[src/hw/rtl/double_ended_queue_core_macros.svh]
// assertion helpers for the deque core
`ifndef DOUBLE_ENDED_QUEUE_CORE_MACROS_SVH
`define DOUBLE_ENDED_QUEUE_CORE_MACROS_SVH

// property checked at every clock edge outside reset
`define DEQ_ASSERT(label, clk, rst_n, prop, msg) \
    label: assert property (@(posedge clk) disable iff (!rst_n) (prop)) \
        else $error(msg);

// consequent must hold in the cycle after the antecedent
`define DEQ_ASSERT_NEXT(label, clk, rst_n, ante, cons, msg) \
    label: assert property (@(posedge clk) disable iff (!rst_n) (ante) |=> (cons)) \
        else $error(msg);

`endif

[src/hw/rtl/deq_pkg.sv]
`default_nettype none

package deq_pkg;

    localparam int DATA_W = 64;
    localparam int POS_W  = 10;
    localparam int OCC_W  = 11;

    typedef enum logic [2:0] {
        OP_PUSH_BACK  = 3'd0,
        OP_PUSH_FRONT = 3'd1,
        OP_READ_FRONT = 3'd2,
        OP_READ_BACK  = 3'd3,
        OP_POP_FRONT  = 3'd4,
        OP_POP_BACK   = 3'd5,
        OP_READ_INDEX = 3'd6
    } op_t;

    typedef enum logic [1:0] {
        ST_OK    = 2'd0,
        ST_EMPTY = 2'd1,
        ST_RANGE = 2'd2,
        ST_FULL  = 2'd3
    } status_t;

    typedef struct packed {
        logic    wr_en;
        logic    rd_en;
        status_t status;
    } req_t;

endpackage

`default_nettype wire

[src/hw/rtl/deq_ctrl.sv]
`default_nettype none

module deq_ctrl
    import deq_pkg::*;
#(
    parameter int DEPTH = 1024,
    parameter int AW    = 10,
    parameter int CW    = 11
)
(
    input  wire logic             clk,
    input  wire logic             rst_n,
    input  wire logic             accept,
    input  wire logic [2:0]       op,
    input  wire logic [POS_W-1:0] position,
    output req_t                  req,
    output logic      [AW-1:0]    addr,
    output logic      [CW-1:0]    count_next
);

    localparam int OW = (CW > POS_W) ? CW : POS_W;
    localparam int SW = OW + 1;

    logic [AW-1:0] head_reg;
    logic [AW-1:0] head_next;
    logic [AW-1:0] head_inc;
    logic [AW-1:0] head_dec;
    logic [CW-1:0] count_reg;
    logic          full;
    logic          empty;
    logic [OW-1:0] offset;
    logic [OW-1:0] pos_ext;
    logic [OW-1:0] cnt_ext;
    logic [SW-1:0] sum;
    logic [SW-1:0] wrapped;
    logic          direct;

    assign full     = (count_reg == CW'(DEPTH));
    assign empty    = (count_reg == '0);
    assign head_inc = (head_reg == AW'(DEPTH - 1)) ? '0 : head_reg + AW'(1);
    assign head_dec = (head_reg == '0) ? AW'(DEPTH - 1) : head_reg - AW'(1);
    assign pos_ext  = OW'(position);
    assign cnt_ext  = OW'(count_reg);
    assign sum      = SW'(head_reg) + SW'(offset);
    assign wrapped  = (sum >= SW'(DEPTH)) ? sum - SW'(DEPTH) : sum;
    assign addr     = direct ? head_dec : wrapped[AW-1:0];

    always_comb
    begin
        req        = '0;
        req.status = ST_OK;
        offset     = '0;
        direct     = 1'b0;
        head_next  = head_reg;
        count_next = count_reg;
        unique case (op_t'(op))
            OP_PUSH_BACK:
            begin
                offset = cnt_ext;
                if (full)
                begin
                    req.status = ST_FULL;
                end
                else
                begin
                    req.wr_en  = 1'b1;
                    count_next = count_reg + CW'(1);
                end
            end
            OP_PUSH_FRONT:
            begin
                direct = 1'b1;
                if (full)
                begin
                    req.status = ST_FULL;
                end
                else
                begin
                    req.wr_en  = 1'b1;
                    head_next  = head_dec;
                    count_next = count_reg + CW'(1);
                end
            end
            OP_READ_FRONT:
            begin
                if (empty)
                begin
                    req.status = ST_EMPTY;
                end
                else
                begin
                    req.rd_en = 1'b1;
                end
            end
            OP_READ_BACK:
            begin
                offset = cnt_ext - OW'(1);
                if (empty)
                begin
                    req.status = ST_EMPTY;
                end
                else
                begin
                    req.rd_en = 1'b1;
                end
            end
            OP_POP_FRONT:
            begin
                if (empty)
                begin
                    req.status = ST_EMPTY;
                end
                else
                begin
                    head_next  = head_inc;
                    count_next = count_reg - CW'(1);
                end
            end
            OP_POP_BACK:
            begin
                if (empty)
                begin
                    req.status = ST_EMPTY;
                end
                else
                begin
                    count_next = count_reg - CW'(1);
                end
            end
            OP_READ_INDEX:
            begin
                offset = pos_ext;
                if (pos_ext >= cnt_ext)
                begin
                    req.status = ST_RANGE;
                end
                else
                begin
                    req.rd_en = 1'b1;
                end
            end
            default:
            begin
                req.status = ST_OK;
            end
        endcase
    end

    always_ff @(posedge clk or negedge rst_n)
    begin
        if (!rst_n)
        begin
            head_reg  <= '0;
            count_reg <= '0;
        end
        else if (accept)
        begin
            head_reg  <= head_next;
            count_reg <= count_next;
        end
    end

endmodule

`default_nettype wire

[config.mk]
export PLATFORM = sky130hd
export DESIGN_NAME = deq_ctrl
export DESIGN_NICKNAME = d
export VERILOG_FILES = /design/src/hw/rtl/double_ended_queue_core_macros.svh /design/src/hw/rtl/deq_pkg.sv /design/src/hw/rtl/deq_ctrl.sv
export SDC_FILE = /design/constraint.sdc
export NUM_CORES = 1
export LEC_CHECK = 0
export BUFFER_PORTS_ARGS = -buffer_cell sky130_fd_sc_hd__buf_2
export CAP_MARGIN = 20
export CORE_MARGIN = 2
export CORE_UTILIZATION = 55
export CTS_CLUSTER_DIAMETER = 150
export DETAILED_ROUTE_END_ITERATION = 16
export PLACE_DENSITY = 0.79
export SYNTH_ARGS = -nofsm -noshare
export SYNTH_HDL_FRONTEND = slang
export SYNTH_SLANG_ARGS = --single-unit
[constraint.sdc]
create_clock -name clk -period 4.6 [get_ports clk]
set_input_delay 0.92 -clock clk [delete_from_list [all_inputs] [get_ports clk]]
set_output_delay 0.92 -clock clk [all_outputs]
set_load 0.005 [all_outputs]
==> Yosys cells after proc, flatten, opt, wreduce, memory -nomap -nowiden <==
Index checks and enable logic that the tools add are counted.
{ "word_totals": {"reg_bits": 21, "inputBits": 16, "output_inout_bits": 25, "wordCells": 50} }
{ "op_classes": {"add_sub_neg": 6, "order_cmp": 2, "eq_ne": 10, "muxes": 21, "reduce_logical": 9} }
{ "ops": {"columns": ["cell", "n"], "rows": [
  ["2-to-1 mux 10 bit", 6],
  ["one-hot mux 11 bit (3 select lines)", 1],
  ["2-to-1 mux 11 bit", 2],
  ["one-hot mux 11 bit (2 select lines)", 1],
  ["one-hot mux 10 bit (2 select lines)", 1],
  ["subtractor 10 x 1 -> 10 bit (second input constant)", 2],
  ["adder 10 x 11 -> 12 bit", 1],
  [">= comparator 12 x 11 -> 1 bit (second input constant)", 1],
  ["adder 11 x 1 -> 11 bit (second input constant)", 1],
  ["== test 11 bit (second input constant)", 1],
  [">= comparator 10 x 11 -> 1 bit", 1],
  ["logical NOT 11 bit", 1],
  ["subtractor 11 x 1 -> 11 bit (second input constant)", 1],
  ["adder 10 x 1 -> 10 bit (second input constant)", 1],
  ["== test 10 bit (second input constant)", 1],
  ["logical NOT 10 bit", 1],
  ["== test 3 bit (second input constant)", 3],
  ["== test 3 x 2 -> 1 bit (second input constant)", 2],
  ["2-to-1 mux 1 bit", 6],
  ["one-hot mux 2 bit (3 select lines)", 1],
  ["OR reduction 2 bit", 3],
  ["2-to-1 mux 2 bit", 2],
  ["!= test 2 bit (second input constant)", 2],
  ["AND reduction 4 bit", 1],
  ["other kinds (5)", 5]
]} }

==> Logic depth before layout (Yosys ltp) <==
{ "logic_depth": {"ltp_word": 6, "depth_mapped": 15} }

==> Worst setup path before layout <==
OpenSTA, ideal clock, no wires.
{ "synth_timing": {"path_type": "input port to output port", "startpoint": "input port op[2]", "endpoint": "output port addr[8]", "t_arrival_ns": 3.382, "slack_ns": 0.298, "stages": 15, "path_buffers": 2, "cell_sequence": "buf_2 -> clkinv_1 -> nor2_1 -> clkbuf_1 -> nand2_1 -> o21ai_0 -> a32o_1 -> ha_1 -> fa_1 -> a21o_1 -> a21oi_1 -> o21bai_1 -> a221oi_1 -> xor2_1 -> o21ai_0"} }
{ "synth_between": {"elab_chain_cells": 6, "elab_cells_between_ends": 11, "cone_classes": "add/sub: 2; order compare: 1; eq/ne: 3; mux: 4; reduce/logical: 1"} }
{ "synth_lines": {"columns": ["item", "line_no", "rtl"], "rows": [
  ["from (decl)", "deq_ctrl.sv:14", "input wire logic [2:0] op,"],
  ["== test 3 bit (tied with other cells)", "deq_ctrl.sv:56", "unique case (op_t'(op))"],
  ["one-hot mux 11 bit (3 select lines)", "deq_ctrl.sv:56", null],
  ["adder 10 x 11 -> 12 bit", "deq_ctrl.sv:44", "assign sum = SW'(head_reg) + SW'(offset);"],
  ["subtractor 10 x 1 -> 10 bit / >= comparator 12 x 11 -> 1 bit (equally long branches)", "deq_ctrl.sv:45", "assign wrapped = (sum >= SW'(DEPTH)) ? sum - SW'(DEPTH) : sum;"],
  ["2-to-1 mux 10 bit", "deq_ctrl.sv:45", null],
  ["2-to-1 mux 10 bit (*)", "deq_ctrl.sv:46", "assign addr = direct ? head_dec : wrapped[AW-1:0];"],
  ["to (decl)", "deq_ctrl.sv:17", "output logic [AW-1:0] addr,"]
]} }
Every way passes the cells marked *; elsewhere a longest branch is shown, timed or not.

==> Worst setup path in the final report <==
Same ends and word-level chain as after synthesis.

==> out/summary.md <==
The flow ran to the end, and the final reports show no timing, DRC or antenna violations. The number of nets with antenna violations after detailed routing was 0. The later pin in the worst-skew pair is clocked with a latency of 0.27 ns. The tools report the number of global-route vias before repair as 3208. In the layout the commonest cells are 43 x sky130_fd_sc_hd__o21ai_0, 42 x sky130_fd_sc_hd__nor2_1, 40 x sky130_fd_sc_hd__buf_2. The worst setup path is captured at a primary output.

The share of the synthesized area in compound gates (AO/OA/AOI/OAI) is 30.9%. Setup repair after global routing left no endpoint under its margin. 0 antenna diodes ended up in the layout. The total number of vias came out at 3371.

At the pin with the least slew margin, the transition time is 0.798 ns. After detailed routing, the number of remaining DRC violations is 0. The number of hold-slack violations in the final timing report was 0. The count of buffers from port buffering is 40, and the count of hold buffers inserted by post-cts repair is 0. The fraction of final layout cells sized beyond drive strength 1 is 15.9%, and the number of antenna violations at the first check in global routing is 0. The die covers 6160 um^2. Synthesis warning total: 0.

The final count of pins violating max slew was 0; the starting density of the core was 56.1%. VDD sags by at most 344 uV. The layout has 501 filler cells. The wire length of the first global-routing pass is 15400 um. The leakage power summed over all cells came out at 1.53 nW.

In this run, synthesis inferred 0 flip-flops with an integrated enable. Of the total synthesized cell area, the portion taken by full adders, half adders and majority gates is 10.5%. The area fraction in and, or, nand and nor cells after synthesis came out at 25.4%. The clock drives 21 sinks.

The critical path in this run is classified as input port to primary output. For this design the ratio of total power to cell area is 490 nW/um^2. Signal arrival time at the worst endpoint: 3.47 ns. The number of max-cap violations came out at 0. The last weighted congestion value of the routability-driven placer was 0.998; the pin count of the biggest net entering global routing was 23. For this run, asynchronously set or reset flops after synthesis account for 100%. The HPWL after detailed placement is 6790 um.

For the setup skew after layout, the log shows 0.00606 ns. Leaving out fill and tap cells, the most frequent cell in the layout is sky130_fd_sc_hd__o21ai_0. The largest fanout on the critical path is 10, and the flip-flop and latch count after synthesis is 21. Summing all multi-input logic gate instances after layout gives 2300 um^2. After floorplanning, the core was divided into 27 placement rows. The largest total area in the synthesized netlist belongs to sky130_fd_sc_hd__dfrtp_1.

In this run the horizontal extent of the chip is 78.5 um. After the flow finishes, the layout carries non-filler instances totaling 526. The number of H-tree levels is 1, and the share of cell area taken by muxes after synthesis is 1.31%. The cell sitting at the root of the clock tree is a sky130_fd_sc_hd__clkbuf_8. Dividing the detail-routed via count by the number of cells gives 6.41. From bottom edge to top edge, the die measures 78.5 um.

Registers take 526 um^2. The synthesized design devotes to its leading area cell type 17.2% of total area. The DRC marker count from the first detailed-route iteration is 345, and the routed wire length is 9100 um.

The buffer levels on the longest clock path came out at 2. The run gives 17.2% as the sequential share of the synthesized area. The overall power came out at 1.64 mW. Including well taps, the total number of placed cells is 522. For this design the top-level I/O count stands at 41.

Setup violations remaining at the end of the flow were counted as 0. The post-CTS setup buffer count is 0. Yosys attributes the largest share of cell area to sky130_fd_sc_hd__dfrtp_1 17%, sky130_fd_sc_hd__ha_1 9.8%, sky130_fd_sc_hd__o21ai_0 7.0%, sky130_fd_sc_hd__a21oi_1 5.7%, sky130_fd_sc_hd__nor2_1 5.2%. Xor/xnor share of the synthesized area: 7.17%. Adding up every negative setup slack in the final design gives 0 ns. In the final routed layout, each cell accounts on average for 17.3 um. The tools report the setup slack after layout as 0.207 ns.

After synthesis, the netlist uses 64 different library cells. The mean cell area of the mapped netlist is 7.10 um^2, and the aggregate global-route resource usage is 30.4%. The total overflow left after global routing is 0. Headroom to the max-slew limit came out at 46.6%. TritonCTS built the clock tree.

The tools report the post-placement setup slack as 0.198 ns. STA classifies the critical path startpoint as an input port. The smallest clock period supported by the final layout is computed as 4.39 ns. The run gives 0 as the number of instances resized during post-cts repair.

After synthesis, the largest family of logic cells by area is compound AO/OA/AOI/OAI gates. Among all flip-flop cells after synthesis, the most frequent one is sky130_fd_sc_hd__dfrtp_1. The run gives 6 as the number of iterations in the first detailed-routing pass. For this run, the post-layout net count is 496.

The final clock period utilization by the worst path is 95.5%. When the netlist entered floorplanning its net count stood at 471. At the end of the flow the core is filled with cells to 61.7%.

Summing every instance area after synthesis gives 3050 um^2. From synthesis to final layout, the design area changed by 9.84%. Clock-pin slew was measured on the worst setup and hold paths at 0.09 ns.

In this run, CTS created clock tree buffers numbering 3. After floorplanning, the core was sized to cover 5440 um^2. The run gives 228 MHz as the maximum achievable frequency.

The number of flip-flops under the largest register name is 11. STA puts the critical path data required time at 3.68 ns. Synthesis produced 430 cells. The path class of the tightest hold or removal check is flop to flop.
per-layer routing:
| layer | share of wire (%) | track usage (%) | vias up |
|---|---|---|---|
| met2 | 49 | 53.1 | 165 |
| met3 | 6.2 | 2.99 | 27 |
| met4 | 2.8 | 9.65 | 0 |
| met1 | 42 | 39.3 | 1546 |
| li1 | - | - | 1633 |
| met5 | 0 | 0 | - |
cells by family (layout without fill, tap and decap cells):
group | after synthesis | count (layout)
flops | 21 | 21
buf+inv | 56 | 80
fa+ha+maj | 25 | 25
xor+xnor | 25 | 25
simple gates | 152 | 152
mux | 4 | 4
compound gates | 147 | 147
synthesized netlist by cell type, drive strengths merged (12+ instances only):
| cell type | instances |
|---|---|
| inv | 21 |
| nor2 | 42 |
| dfrtp | 21 |
| clkbuf | 22 |
| a21oi | 37 |
| nor3 | 18 |
| nand3 | 18 |
| nand2 | 34 |
| xnor2 | 16 |
| o21ai | 46 |
| ha | 24 |
| buf | 12 |
layout make-up:
class	instances	area share [%]
multi-input cells	353	68.7
clock inverters	1	0.149
repair buffers	54	9.10
clock buffers	3	1.23
well taps	72	2.69
flip-flops and latches	21	15.7
inverters	22	2.46
critical path, cell delays in order:
cell and delay [ns]:
sky130_fd_sc_hd__buf_2 0.18, sky130_fd_sc_hd__nand2b_1 0.15, sky130_fd_sc_hd__buf_4 0.18, sky130_fd_sc_hd__nor2_1 0.05, sky130_fd_sc_hd__a21oi_1 0.10, sky130_fd_sc_hd__o21ai_0 0.15
sky130_fd_sc_hd__fa_1 0.47, sky130_fd_sc_hd__a21o_1 0.17, sky130_fd_sc_hd__a21oi_1 0.23, sky130_fd_sc_hd__o21bai_1 0.13, sky130_fd_sc_hd__a221oi_1 0.32, sky130_fd_sc_hd__xor2_1 0.10
sky130_fd_sc_hd__o21ai_0 0.17, sky130_fd_sc_hd__buf_2 0.14
per-stage QoR:
step	cell area (um^2)	hold WS, ns
floorplan	3050	0.535
global placement	3300	0.589
detailed placement	3300	0.595
CTS	3350	0.610
global route	3350	0.634
finish	3350	0.605
final timing paths:
| path | startpoint | end | slack, ns | cells past startpoint |
|---|---|---|---|---|
| worst max-delay path | op[2] | addr[8] | 0.21 | 14 |
| worst min-delay path | head_reg[8]$_DFFE_PN0P_ | head_reg[8]$_DFFE_PN0P_ | 0.60 | 1 |
| worst max register to register | cnt_ext[1]$_DFFE_PN0P_ | head_reg[6]$_DFFE_PN0P_ | 1.85 | 7 |
| worst min register to register | head_reg[8]$_DFFE_PN0P_ | head_reg[8]$_DFFE_PN0P_ | 0.60 | 1 |
| max in group asynchronous | rst_n | head_reg[8]$_DFFE_PN0P_ | 3.63 | 1 |
| min in group asynchronous | rst_n | cnt_ext[2]$_DFFE_PN0P_ | 0.61 | 1 |
power by group:
group	switching, mW	total (mW)	internal (mW)	leakage, nW
clock network	0.0773	0.138	0.0607	0.0255
logic	0.595	1.08	0.480	1.24
registers	0.179	0.430	0.251	0.264
total	0.851	1.64	0.792	1.53
Power figures use the tool's default switching activity.
